--- src/hw/rtl/msgpack_structure_walker_top_macros.svh ---
// Assertion shorthands for the structure walker.
`ifndef MSGPACK_STRUCTURE_WALKER_TOP_MACROS_SVH
`define MSGPACK_STRUCTURE_WALKER_TOP_MACROS_SVH

`ifndef SYNTH
`define MSW_ASSERT(lbl, prop, msg) \
  lbl: assert property (@(posedge clk) disable iff (rst) prop) else $error(msg);
`define MSW_ASSERT_RST(lbl, prop, msg) \
  lbl: assert property (@(posedge clk) prop) else $error(msg);
`else
`define MSW_ASSERT(lbl, prop, msg)
`define MSW_ASSERT_RST(lbl, prop, msg)
`endif

`endif

--- src/hw/rtl/msw_pkg.sv ---
package msw_pkg;

  localparam int MAX_NESTING = 8;
  localparam int LVL_W = $clog2(MAX_NESTING + 1);
  localparam int IDX_W = (MAX_NESTING > 1) ? $clog2(MAX_NESTING) : 1;
  localparam int STK_W = 17;

  localparam logic [1:0] ROLE_TYPE    = 2'd0;
  localparam logic [1:0] ROLE_EXT     = 2'd1;
  localparam logic [1:0] ROLE_PAYLOAD = 2'd2;
  localparam logic [1:0] ROLE_IGNORED = 2'd3;

  localparam logic [1:0] PH_TYPE = 2'd0;
  localparam logic [1:0] PH_EXT  = 2'd1;
  localparam logic [1:0] PH_PAY  = 2'd2;

  localparam logic [3:0] T_INVALID = 4'd0;
  localparam logic [3:0] T_NIL     = 4'd1;
  localparam logic [3:0] T_FALSE   = 4'd2;
  localparam logic [3:0] T_TRUE    = 4'd3;
  localparam logic [3:0] T_UINT    = 4'd4;
  localparam logic [3:0] T_INT     = 4'd5;
  localparam logic [3:0] T_STR     = 4'd6;
  localparam logic [3:0] T_ARR     = 4'd7;
  localparam logic [3:0] T_MAP     = 4'd8;

  localparam logic [1:0] ERR_NONE    = 2'd0;
  localparam logic [1:0] ERR_UNKNOWN = 2'd1;
  localparam logic [1:0] ERR_TRUNC   = 2'd2;
  localparam logic [1:0] ERR_DEEP    = 2'd3;

  localparam logic [7:0] CODE_NIL     = 8'hC0;
  localparam logic [7:0] CODE_FALSE   = 8'hC2;
  localparam logic [7:0] CODE_TRUE    = 8'hC3;
  localparam logic [7:0] CODE_BIN8    = 8'hC4;
  localparam logic [7:0] CODE_UINT8   = 8'hCC;
  localparam logic [7:0] CODE_UINT16  = 8'hCD;
  localparam logic [7:0] CODE_UINT32  = 8'hCE;
  localparam logic [7:0] CODE_INT8    = 8'hD0;
  localparam logic [7:0] CODE_INT16   = 8'hD1;
  localparam logic [7:0] CODE_INT32   = 8'hD2;
  localparam logic [7:0] CODE_STR8    = 8'hD9;
  localparam logic [7:0] CODE_ARRAY16 = 8'hDC;
  localparam logic [7:0] CODE_MAP16   = 8'hDE;

  localparam logic [7:0] MASK_TOP3 = 8'hE0;
  localparam logic [7:0] MASK_TOP4 = 8'hF0;
  localparam logic [7:0] PFX_NEGFIX = 8'hE0;
  localparam logic [7:0] PFX_FIXSTR = 8'hA0;
  localparam logic [7:0] PFX_FIXARR = 8'h90;
  localparam logic [7:0] PFX_FIXMAP = 8'h80;

  typedef struct packed {
    logic [3:0]  t;
    logic [15:0] n;
    logic [1:0]  ext;
  } type_info_t;

  typedef struct packed {
    logic [1:0]  byte_role;
    logic [3:0]  elem_type;
    logic [15:0] elem_count;
    logic [3:0]  nest_depth;
    logic        header_done;
    logic [3:0]  levels_closed;
    logic [31:0] uint_value;
    logic        uint_valid;
    logic [1:0]  error_code;
    logic        message_done;
  } result_t;

  function automatic type_info_t decode_type(input logic [7:0] b);
    type_info_t r;
    r = '0;
    if (!b[7]) begin
      r.t = T_UINT;
    end else if ((b & MASK_TOP3) == PFX_NEGFIX) begin
      r.t = T_INT;
    end else if ((b & MASK_TOP3) == PFX_FIXSTR) begin
      r.t = T_STR;
      r.n = {11'd0, b[4:0]};
    end else if ((b & MASK_TOP4) == PFX_FIXARR) begin
      r.t = T_ARR;
      r.n = {12'd0, b[3:0]};
    end else if ((b & MASK_TOP4) == PFX_FIXMAP) begin
      r.t = T_MAP;
      r.n = {12'd0, b[3:0]};
    end else begin
      unique case (b) inside
        CODE_NIL:              r.t = T_NIL;
        CODE_FALSE:            r.t = T_FALSE;
        CODE_TRUE:             r.t = T_TRUE;
        CODE_UINT8:  begin r.t = T_UINT; r.n = 16'd1; end
        CODE_UINT16: begin r.t = T_UINT; r.n = 16'd2; end
        CODE_UINT32: begin r.t = T_UINT; r.n = 16'd4; end
        CODE_INT8:   begin r.t = T_INT;  r.n = 16'd1; end
        CODE_INT16:  begin r.t = T_INT;  r.n = 16'd2; end
        CODE_INT32:  begin r.t = T_INT;  r.n = 16'd4; end
        CODE_STR8, CODE_BIN8: begin r.t = T_STR; r.ext = 2'd1; end
        CODE_ARRAY16: begin r.t = T_ARR; r.ext = 2'd2; end
        CODE_MAP16:   begin r.t = T_MAP; r.ext = 2'd2; end
        default:      r.t = T_INVALID;
      endcase
    end
    return r;
  endfunction

endpackage

--- src/hw/rtl/msw_stream_if.sv ---
interface msw_in_if;
  logic       valid;
  logic       ready;
  logic [7:0] data_byte;
  logic       last_byte;

  modport source (output valid, output data_byte, output last_byte, input ready);
  modport sink (input valid, input data_byte, input last_byte, output ready);
endinterface

interface msw_out_if;
  logic        valid;
  logic        ready;
  logic [1:0]  byte_role;
  logic [3:0]  elem_type;
  logic [15:0] elem_count;
  logic [3:0]  nest_depth;
  logic        header_done;
  logic [3:0]  levels_closed;
  logic [31:0] uint_value;
  logic        uint_valid;
  logic [1:0]  error_code;
  logic        message_done;

  modport source (
    output valid, output byte_role, output elem_type, output elem_count,
    output nest_depth, output header_done, output levels_closed,
    output uint_value, output uint_valid, output error_code, output message_done,
    input ready
  );
  modport sink (
    input valid, input byte_role, input elem_type, input elem_count,
    input nest_depth, input header_done, input levels_closed,
    input uint_value, input uint_valid, input error_code, input message_done,
    output ready
  );
endinterface

--- src/hw/rtl/msgpack_structure_walker_top.sv ---
// Each byte's result is registered when the byte is accepted. Throughput: one byte
// per cycle unless result_ch stalls; decode, stack update and closing of up to
// MAX_NESTING levels all happen in the single stage before the result register.
// Reset: synchronous rst clears the walker state and the result valid flag;
// the child-count stack is not cleared and is only read below the current level.
`include "msgpack_structure_walker_top_macros.svh"

module msgpack_structure_walker_top (
  input logic       clk,
  input logic       rst,
  msw_in_if.sink    byte_ch,
  msw_out_if.source result_ch
);
  import msw_pkg::*;

  logic [LVL_W-1:0] stack_level, stack_level_next;
  logic [1:0]       phase, phase_next;
  logic [3:0]       cur_type, cur_type_next;
  logic [1:0]       hdr_left, hdr_left_next;
  logic [15:0]      pay_left, pay_left_next;
  logic [31:0]      acc, acc_next;
  logic             fault, fault_next;
  logic [STK_W-1:0] stk [MAX_NESTING];

  result_t res, res_next;
  logic    res_valid;
  logic    accept;

  logic [3:0]       fin_closed;
  logic [LVL_W-1:0] fin_level;
  logic             fin_dec_en;
  logic [IDX_W-1:0] fin_dec_idx;
  logic             going;

  type_info_t       ti;
  logic             bb_go;
  logic [3:0]       bb_t;
  logic [15:0]      bb_n;
  logic             do_fin;
  logic             push_en;
  logic [STK_W-1:0] push_val;
  logic [1:0]       err;
  logic [15:0]      ext_val;
  logic [1:0]       hdr_dec;
  logic [15:0]      pay_dec;

  assign accept        = byte_ch.valid && byte_ch.ready;
  assign byte_ch.ready = !res_valid || result_ch.ready;

  // count the levels that close when the current element finishes
  always_comb begin
    fin_closed  = 4'd1;
    fin_level   = stack_level;
    fin_dec_en  = 1'b0;
    fin_dec_idx = '0;
    going       = 1'b1;
    for (int i = MAX_NESTING - 1; i >= 0; i--) begin
      if (going && (LVL_W'(i) < stack_level)) begin
        if (stk[i] == STK_W'(1)) begin
          fin_closed = fin_closed + 4'd1;
          fin_level  = LVL_W'(i);
        end else begin
          going       = 1'b0;
          fin_dec_en  = 1'b1;
          fin_dec_idx = IDX_W'(i);
        end
      end
    end
  end

  always_comb begin
    ti               = decode_type(byte_ch.data_byte);
    res_next         = '0;
    stack_level_next = stack_level;
    phase_next       = phase;
    cur_type_next    = cur_type;
    hdr_left_next    = hdr_left;
    pay_left_next    = pay_left;
    acc_next         = acc;
    fault_next       = fault;
    bb_go            = 1'b0;
    bb_t             = T_INVALID;
    bb_n             = '0;
    do_fin           = 1'b0;
    push_en          = 1'b0;
    push_val         = '0;
    err              = ERR_NONE;
    ext_val          = {acc[7:0], byte_ch.data_byte};
    hdr_dec          = hdr_left - 2'd1;
    pay_dec          = pay_left - 16'd1;

    if (fault) begin
      res_next.byte_role = ROLE_IGNORED;
    end else begin
      res_next.nest_depth = 4'(stack_level);
      unique case (phase)
        PH_TYPE: begin
          res_next.byte_role = ROLE_TYPE;
          res_next.elem_type = ti.t;
          if (!byte_ch.data_byte[7]) begin
            res_next.uint_value = {25'd0, byte_ch.data_byte[6:0]};
            res_next.uint_valid = 1'b1;
          end
          if (ti.t == T_INVALID) begin
            err = ERR_UNKNOWN;
          end else if (ti.ext != 2'd0) begin
            phase_next    = PH_EXT;
            hdr_left_next = ti.ext;
            acc_next      = '0;
            cur_type_next = ti.t;
          end else begin
            bb_go = 1'b1;
            bb_t  = ti.t;
            bb_n  = ti.n;
          end
        end
        PH_EXT: begin
          res_next.byte_role = ROLE_EXT;
          res_next.elem_type = cur_type;
          acc_next           = {16'd0, ext_val};
          hdr_left_next      = hdr_dec;
          if (hdr_dec == 2'd0) begin
            phase_next = PH_TYPE;
            bb_go      = 1'b1;
            bb_t       = cur_type;
            bb_n       = ext_val;
          end
        end
        default: begin
          res_next.byte_role  = ROLE_PAYLOAD;
          res_next.elem_type  = cur_type;
          res_next.elem_count = pay_left;
          acc_next            = {acc[23:0], byte_ch.data_byte};
          pay_left_next       = pay_dec;
          if (pay_dec == 16'd0) begin
            phase_next = PH_TYPE;
            do_fin     = 1'b1;
            if (cur_type == T_UINT) begin
              res_next.uint_value = {acc[23:0], byte_ch.data_byte};
              res_next.uint_valid = 1'b1;
            end
          end
        end
      endcase

      if (bb_go) begin
        res_next.header_done = 1'b1;
        res_next.elem_count  = bb_n;
        if ((bb_t == T_ARR) || (bb_t == T_MAP)) begin
          if (bb_n == 16'd0) begin
            do_fin = 1'b1;
          end else if (stack_level >= LVL_W'(MAX_NESTING)) begin
            err = ERR_DEEP;
          end else begin
            push_en  = 1'b1;
            push_val = (bb_t == T_MAP) ? {bb_n, 1'b0} : {1'b0, bb_n};
          end
        end else if (bb_n == 16'd0) begin
          do_fin = 1'b1;
        end else begin
          phase_next    = PH_PAY;
          pay_left_next = bb_n;
          acc_next      = '0;
          cur_type_next = bb_t;
        end
      end

      if (do_fin) begin
        res_next.levels_closed = fin_closed;
        stack_level_next       = fin_level;
      end
      if (push_en) begin
        stack_level_next = stack_level + LVL_W'(1);
      end
      res_next.message_done = do_fin && (stack_level_next == '0);

      if (byte_ch.last_byte && (err == ERR_NONE) &&
          !((phase_next == PH_TYPE) && (stack_level_next == '0))) begin
        err = ERR_TRUNC;
      end
      res_next.error_code = err;
      if (err != ERR_NONE) begin
        fault_next = 1'b1;
      end
    end

    if (byte_ch.last_byte) begin
      stack_level_next = '0;
      phase_next       = PH_TYPE;
      cur_type_next    = T_INVALID;
      hdr_left_next    = '0;
      pay_left_next    = '0;
      acc_next         = '0;
      fault_next       = 1'b0;
    end
  end

  always_ff @(posedge clk) begin
    if (rst) begin
      stack_level <= '0;
      phase       <= PH_TYPE;
      cur_type    <= T_INVALID;
      hdr_left    <= '0;
      pay_left    <= '0;
      acc         <= '0;
      fault       <= 1'b0;
    end else if (accept) begin
      stack_level <= stack_level_next;
      phase       <= phase_next;
      cur_type    <= cur_type_next;
      hdr_left    <= hdr_left_next;
      pay_left    <= pay_left_next;
      acc         <= acc_next;
      fault       <= fault_next;
    end
  end

  always_ff @(posedge clk) begin
    for (int i = 0; i < MAX_NESTING; i++) begin
      if (!rst && accept) begin
        if (push_en && (LVL_W'(i) == stack_level)) begin
          stk[i] <= push_val;
        end else if (do_fin && fin_dec_en && (IDX_W'(i) == fin_dec_idx)) begin
          stk[i] <= stk[i] - STK_W'(1);
        end
      end
    end
  end

  always_ff @(posedge clk) begin
    if (rst) begin
      res_valid <= 1'b0;
    end else if (accept) begin
      res_valid <= 1'b1;
    end else if (result_ch.ready) begin
      res_valid <= 1'b0;
    end
  end

  always_ff @(posedge clk) begin
    if (accept) begin
      res <= res_next;
    end
  end

  assign result_ch.valid         = res_valid;
  assign result_ch.byte_role     = res.byte_role;
  assign result_ch.elem_type     = res.elem_type;
  assign result_ch.elem_count    = res.elem_count;
  assign result_ch.nest_depth    = res.nest_depth;
  assign result_ch.header_done   = res.header_done;
  assign result_ch.levels_closed = res.levels_closed;
  assign result_ch.uint_value    = res.uint_value;
  assign result_ch.uint_valid    = res.uint_valid;
  assign result_ch.error_code    = res.error_code;
  assign result_ch.message_done  = res.message_done;

  `MSW_ASSERT_RST(a_level_bound, rst || (stack_level <= LVL_W'(MAX_NESTING)),
    "stack level beyond nesting limit")
  `MSW_ASSERT(a_last_clears, accept && byte_ch.last_byte |=>
    (stack_level == '0) && (phase == PH_TYPE) && !fault, "state not cleared after last byte")
  `MSW_ASSERT(a_result_follows, accept |=> res_valid, "accepted request gave no result")
  `MSW_ASSERT(a_ignored_quiet, res_valid && (res.byte_role == ROLE_IGNORED) |->
    (res.error_code == ERR_NONE) && (res.levels_closed == 4'd0) && !res.message_done,
    "ignored byte carries status")
  `MSW_ASSERT(a_error_latches, accept && (res_next.error_code != ERR_NONE) &&
    !byte_ch.last_byte |=> fault, "error did not latch")

endmodule

--- src/flat_wrapper.sv ---
// flat-port wrapper written by rule: the top's interface ports become plain ports
module msgpack_structure_walker_top_flat import msw_pkg::*;
  (clk, rst, byte_ch_valid, byte_ch_data_byte, byte_ch_last_byte, byte_ch_ready, result_ch_valid, result_ch_byte_role, result_ch_elem_type, result_ch_elem_count, result_ch_nest_depth, result_ch_header_done, result_ch_levels_closed, result_ch_uint_value, result_ch_uint_valid, result_ch_error_code, result_ch_message_done, result_ch_ready);
  msw_in_if byte_ch_i ();
  msw_out_if result_ch_i ();
  input logic clk;
  input logic rst;
  input wire logic [$bits(byte_ch_i.valid)-1:0] byte_ch_valid;
  input wire logic [$bits(byte_ch_i.data_byte)-1:0] byte_ch_data_byte;
  input wire logic [$bits(byte_ch_i.last_byte)-1:0] byte_ch_last_byte;
  output wire logic [$bits(byte_ch_i.ready)-1:0] byte_ch_ready;
  output wire logic [$bits(result_ch_i.valid)-1:0] result_ch_valid;
  output wire logic [$bits(result_ch_i.byte_role)-1:0] result_ch_byte_role;
  output wire logic [$bits(result_ch_i.elem_type)-1:0] result_ch_elem_type;
  output wire logic [$bits(result_ch_i.elem_count)-1:0] result_ch_elem_count;
  output wire logic [$bits(result_ch_i.nest_depth)-1:0] result_ch_nest_depth;
  output wire logic [$bits(result_ch_i.header_done)-1:0] result_ch_header_done;
  output wire logic [$bits(result_ch_i.levels_closed)-1:0] result_ch_levels_closed;
  output wire logic [$bits(result_ch_i.uint_value)-1:0] result_ch_uint_value;
  output wire logic [$bits(result_ch_i.uint_valid)-1:0] result_ch_uint_valid;
  output wire logic [$bits(result_ch_i.error_code)-1:0] result_ch_error_code;
  output wire logic [$bits(result_ch_i.message_done)-1:0] result_ch_message_done;
  input wire logic [$bits(result_ch_i.ready)-1:0] result_ch_ready;
  assign byte_ch_i.valid = byte_ch_valid;
  assign byte_ch_i.data_byte = byte_ch_data_byte;
  assign byte_ch_i.last_byte = byte_ch_last_byte;
  assign byte_ch_ready = byte_ch_i.ready;
  assign result_ch_valid = result_ch_i.valid;
  assign result_ch_byte_role = result_ch_i.byte_role;
  assign result_ch_elem_type = result_ch_i.elem_type;
  assign result_ch_elem_count = result_ch_i.elem_count;
  assign result_ch_nest_depth = result_ch_i.nest_depth;
  assign result_ch_header_done = result_ch_i.header_done;
  assign result_ch_levels_closed = result_ch_i.levels_closed;
  assign result_ch_uint_value = result_ch_i.uint_value;
  assign result_ch_uint_valid = result_ch_i.uint_valid;
  assign result_ch_error_code = result_ch_i.error_code;
  assign result_ch_message_done = result_ch_i.message_done;
  assign result_ch_i.ready = result_ch_ready;
  msgpack_structure_walker_top u_core (.clk(clk), .rst(rst), .byte_ch(byte_ch_i), .result_ch(result_ch_i));
endmodule
--- config.mk ---
export PLATFORM = sky130hd
export DESIGN_NAME = msgpack_structure_walker_top_flat
export DESIGN_NICKNAME = d
export VERILOG_FILES = /design/src/hw/rtl/msw_pkg.sv /design/src/hw/rtl/msw_stream_if.sv /design/src/hw/rtl/msgpack_structure_walker_top.sv /design/src/flat_wrapper.sv
export VERILOG_INCLUDE_DIRS = /design/src /design/src/hw/rtl
export SDC_FILE = /design/constraint.sdc
export NUM_CORES = 1
export LEC_CHECK = 0
export BUFFER_PORTS_ARGS = -buffer_cell sky130_fd_sc_hd__buf_2
export CAP_MARGIN = 0
export CORE_MARGIN = 1
export CORE_UTILIZATION = 60
export CTS_CLUSTER_DIAMETER = 40
export DETAILED_ROUTE_END_ITERATION = 8
export PLACE_DENSITY = 0.79
export SYNTH_ARGS = -nofsm -noshare
export SYNTH_HDL_FRONTEND = slang
export SYNTH_SLANG_ARGS = --single-unit
--- constraint.sdc ---
create_clock -name clk -period 8.7 [get_ports clk]
set_clock_uncertainty 0.15 [all_clocks]
set_input_delay 1.74 -clock clk [delete_from_list [all_inputs] [get_ports clk]]
set_output_delay 1.74 -clock clk [all_outputs]
set_load 0.05 [all_outputs]
## Word-level counts from Yosys, hierarchy flattened

Memories as Yosys holds them, arrays and structs flattened.
Index checks and enable logic that the tools add are counted.

| word-level totals | value |
|---|---|
| word-level logic and storage cells | 442 |
| flip-flop bits (word level) | 129 |
| output and inout port bits | 69 |
| input bits | 13 |
| RAM bits | 136 |
| memories | 1 |

| cells by class | value |
|---|---|
| order comparisons | 9 |
| bitwise logic cells | 9 |
| $add $sub $neg | 18 |
| equal/unequal tests | 46 |
| mux-type cells | 274 |
| reductions and logical operators | 67 |

Memories:

| name | depth | width | rd ports | clocked after memory_dff | wr ports | line | RTL |
|---|---|---|---|---|---|---|---|
| u_core.stk | 8 | 17 | 8 | 0 | 1 | msgpack_structure_walker_top.sv:23 | `logic [STK_W-1:0] stk [MAX_NESTING];` |

Operators by type and width:

| operator | count |
|---|---|
| $mux 17 | 21 |
| $mux 32 | 7 |
| $mux 4 | 49 |
| $mux 16 | 12 |
| $eq 17x1->1 const B | 8 |
| $sub 17x1->17 const B | 8 |
| $reduce_or 17->1 | 7 |
| $mux 1 | 116 |
| $eq 8x8->1 const B | 13 |
| $mux 3 | 23 |
| $mux 33 | 2 |
| $pmux 33 s2 | 1 |
| $pmux 32 s2 | 1 |
| $mux 20 | 3 |
| $mux 2 | 27 |
| $mux 18 | 2 |
| $add 4x1->4 const B | 8 |
| $logic_not 16->1 | 2 |
| $pmux 16 s2 | 1 |
| $pmux 4 s8 | 1 |
| $logic_and 1x1->1 | 30 |
| $eq 3x4->1 const A | 4 |
| $lt 3x4->1 const A | 4 |
| $sub 16x1->16 const B | 1 |
| 35 further kinds | 72 |

## Logic depth before layout (Yosys ltp)

| depth | value |
|---|---|
| depth in word-level cells | 33 |
| depth in mapped cells | 23 |
| depth with buffers taken out | 23 |

## Worst setup path after synthesis

Ideal clock, no wire load.

| path | value |
|---|---|
| kind | input port to flip-flop |
| start | input port byte_ch_data_byte[2] |
| end | memory u_core.stk[5][0] (netlist: u_core.stk[2][17]), enable pin |
| library setup time | 0.440 ns |
| arrival | 6.096 ns |
| buffers on the path | 2 |
| required time | 8.110 ns |
| setup slack | 2.014 ns |
| stages on the path | 11 |
| cell sequence | clkbuf_1 -> nand2b_1 -> o21a_1 -> o311a_1 -> a22o_1 -> or4_1 -> a21o_1 -> clkbuf_1 -> nor3_2 -> nand2_1 -> o41ai_1 |

| between the ends | value |
|---|---|
| word-level cells in the longest chain between the ends | 33 |
| elaborated cells between the ends (all ways) | 163 |

RTL lines:

| what | line | RTL |
|---|---|---|
| from (decl) | flat_wrapper.sv:9 | `input wire logic [$bits(byte_ch_i.data_byte)-1:0] byte_ch_data_byte;` |
| parallel branches: the longest is 33 deep, another holds $mux 20 | n/a |  |
| to (decl) | msgpack_structure_walker_top.sv:23 |  |

Several ways; the timed one is not identified. The select of a mux whose other input is x is not followed.

## Worst setup path after layout

| path | value |
|---|---|
| start | input port byte_ch_data_byte[0] |
| end | memory u_core.stk[0][3], enable pin |

Same word-level chain as after synthesis.

==> run summary <==
Share of cells above drive strength 1: 12.36%
Routed vias: 12,133
Placed insts: 1,832
Critical Path AT: 6.00 ns
DP Wirelength: 25.18 mm
Cts hold-fix bufs: 0
Crit path top cell by count: nand2_1
Antenna Cells: 0
Final hold vios: 0
RePlAce Congestion: 0.9121
Syn avg cell area: 9.808 sq um
Syn Nets: 1,538
P per Cell Area: 183.3 nW/um^2
WL/cell: 20.02 um
Initial antenna violation count: 0
Leakage: 6.171 nW
Fillers: 1,733
First-pass GRT wire length: 59.42 mm
Nets: 1,593
CTS buffer count: 36
CTS sink count: 257
Drt pass-1 iters: 8
FF-to-FF Start: u_core.stk[3][26]$_DFFE_PP_
Crit path largest cell delay: 0.65 ns
Final Critical Period: 6.026 ns
Library cells used by synthesis: 91
Seq/Total Area, Yosys: 48.91%
FFs w/ async S/R, synth: 0%
Pwr Total: 3.018 mW
Iter 0 DRT Violations: 1,332
Largest net degree at the start of global routing: 57
CP max-delay cell: nand4_1
Flop pwr share: 44.6%
Max Cap Violations: 0
Setup Fix Bufs, Post-CTS: 0
Crit path kind: in2reg
CP endpoint kind: register
Clock network fraction of total power: 48.8%
Crit path from: byte_ch_data_byte[0]
GRT Residual Overflow: 0
Final WS setup: 2.674 ns
H-tree depth: 2
Gr usage total: 30.80%
Area Growth Syn to Fin: 12.25%
Via density: 6.396
Die width: 158.4 um
Seq cells post-synth: 257
Internal power: 2.295 mW
Final ANT Viol Nets: 0
Vias in the first global route: 11,259
Reg2Reg Setup Slack: 2.87 ns
WL final: 37.99 mm
DRC: 0
Max transition margin: 19.14%
CTS tree: yes
Worst-path cell chain: buf_2 > and4b_1 > o41ai_1 > a21boi_1 > a22oi_1 > nand4_1 > a21o_1 > nor3_2 > nand2_1 > nor2_1 > nand2_1 > nand2_1
Clock slew at reported path FFs: 0.05 ns
Slew @ Worst Pin: 1.208 ns
Final worst path period share: 69.27%
Synth Cell Area: 14,670 sq um
Outcome: complete, no violations
Net Sw Frac: 23.96%
Main flop type after synthesis: edfxtp_1
Crit Path Max Fanout: 18
Die footprint: 25,080 sq um
Number of synthesis warnings: 0
Initial Utilization: 61.77%
I/O Pins: 82
Crit path buf inv count: 1
Comb power frac: 6.6%
Skew-Pair Late Insertion Delay: 0.52 ns
CTS max path bufs: 3
Maximum vdd ir drop: 0.0002164 V
Hold_sp: u_core.hdr_left[1]$_SDFFE_PP0P_
Clk root buf: clkbuf_16
Final setup fails: 0
Post-synth EDFFs: 203
Delay-heaviest family, CP: simple AND/OR/NAND/NOR gates
Critical path required time: 8.68 ns
Final std cells w/o fill: 1,897
Die height: 158.4 um
Core area: 23,750 sq um
Port Buf Inserts: 81
Post-cts sizing count: 0
NetSw: 723.2 uW
Post-synthesis cell count: 1,496
Setup TNS Final: 0 ns
Place WS: 2.309 ns
Max Transition Viols Final: 0
FP Rows: 56
Hold Crit Class: reg2reg
F_max: 165.9 MHz
RSZ-0062 raised after global routing: false
Startpoint type of the worst setup path: input pin
[final cells by class]
class                           instances  area [sq um]  share of cell area (%)
Clock inverter                         18         193.9                   1.177
Inverter                               35         131.4                  0.7976
Clock buffer                           47          1036                   6.290
Sequential cell                       257          7177                   43.57
Timing Repair Buffer                   91         480.5                   2.917
Multi-Input combinational cell       1130          7053                   42.82
Tap cell                              319         399.1                   2.423
[cells in the final DEF, fill, tap and decap left out, types with 7 or more instances in the layout]
| cell | count |
|---|---|
| nor3b_1 | 8 |
| buf_4 | 10 |
| nor3_1 | 48 |
| o21ai_0 | 109 |
| a21oi_1 | 66 |
| nor4b_1 | 9 |
| o21ai_1 | 51 |
| xnor2_1 | 85 |
| or3_1 | 21 |
| nor4_1 | 39 |
| clkbuf_16 | 39 |
| nand2_1 | 142 |
| mux2i_1 | 10 |
| nand4_1 | 13 |
| xor2_1 | 45 |
| edfxtp_1 | 203 |
| nand2b_1 | 17 |
| nor2b_1 | 12 |
| o211ai_1 | 9 |
| a22oi_1 | 37 |
| ha_1 | 29 |
| nor2_1 | 158 |
| dfxtp_1 | 54 |
| nand3_1 | 18 |
| and2_1 | 38 |
| and3_1 | 9 |
| a31oi_1 | 10 |
| inv_1 | 34 |
| or2_2 | 7 |
| buf_2 | 81 |
| mux2_2 | 12 |
| or4_1 | 12 |
[worst paths after layout]
| check | end | cells past startpoint |
|---|---|---|
| max | u_core.stk[0][3]$_DFFE_PP_ | 12 |
| min | u_core.hdr_left[1]$_SDFFE_PP0P_ | 2 |
| max reg2reg | u_core.result_ch.levels_closed[2]$_SDFFCE_PP0P_ | 21 |
| min reg2reg | u_core.hdr_left[1]$_SDFFE_PP0P_ | 2 |
[per-layer routing]
metal | vias to the layer above | track usage [%] | share of wire (%) | wire length [um]
met2 | 653 | 48.29 | 45 | 17160
met1 | 5761 | 42.67 | 42 | 15900
met4 | 0 | 13.05 | 3.7 | 1416
met3 | 99 | 4.573 | 9.2 | 3508
li1 | 5620 | - | - | -
met5 | - | 0 | 0 | 0
[power groups by stage]
stage	registers, mW	clock network (mW)	logic [mW]
CTS	1.35	1.48	0.197
floorplan	1.43	0	0.0904
detailed placement	1.37	0	0.197
global placement	1.37	0	0.194
global route	1.35	1.54	0.212
finish	1.35	1.47	0.201
[worst min-delay path, cell delays in order, from the launching register on]
cell     delay, ns
dfxtp_1       0.31
nand2_1       0.05
a21oi_1       0.06
[cell usage after synthesis (6+ instances only)]
library cell  number  area share, %
nor4b_1            9           0.54
clkbuf_1          61            1.6
a21oi_1           66            2.3
o21a_1             6           0.31
nor3b_1            8           0.41
o211ai_1           9           0.46
inv_1             35           0.90
o21ai_0          110            3.8
nand3_1           18           0.61
and2_1            38            1.6
ha_1              29            2.5
or2_2              7           0.30
edfxtp_1         203             42
dfxtp_1           54            7.4
nand2b_1          17           0.72
nand4_1           13           0.55
and3_1             9           0.38
mux2_2            12           0.92
nor2b_1           12           0.51
xor2_1            45            2.7
nor4_1            39            1.7
xnor2_1           85            5.1
or4_1             12           0.61
mux2i_1           10           0.68
o21ai_1           50            1.7
nor3_1            48            1.6
or3_1             21           0.90
nor2_1           158            4.0
nand2_1          142            3.6
a31oi_1           10           0.43
a211oi_1           6           0.31
a22oi_1           37            1.9
[flip-flops by register name, indices dropped and copies added, names as in the netlist]
name / flops
u_core.stk: 136
u_core.result_ch.uint_value: 32
u_core.acc: 24
u_core.pay_left: 16
u_core.result_ch.elem_count: 16
u_core.cur_type: 4
u_core.result_ch.elem_type: 4
u_core.result_ch.levels_closed: 4
u_core.result_ch.nest_depth: 4
u_core.stack_level: 4
u_core.hdr_left: 2
u_core.phase: 2
u_core.result_ch.byte_role: 2
u_core.result_ch.error_code: 2
u_core.fault: 1
u_core.result_ch.header_done: 1
u_core.result_ch.message_done: 1
u_core.result_ch.uint_valid: 1
u_core.result_ch.valid: 1
[per-stage QoR]
step / hold slack, ns / area [sq um] / util, %
floorplan: 0.2863 / 14670 / -
global placement: 0.2992 / 15240 / 64.16
detailed placement: 0.3084 / 15240 / 64.16
CTS: 0.3160 / 16470 / 69.34
global route: 0.3527 / 16470 / 69.34
finish: 0.3158 / 16470 / 69.34
[logic make-up after synthesis]
kind of cell    count (synthesis)  synth area share [%]
mux                            22                 1.603
fa+ha+maj                      29                 2.473
buf+inv                       109                 3.104
flops                         257                 48.91
simple gates                  593                 20.92
xor+xnor                      135                 8.553
compound gates                351                 14.44
(Power assumes the default switching activity.)
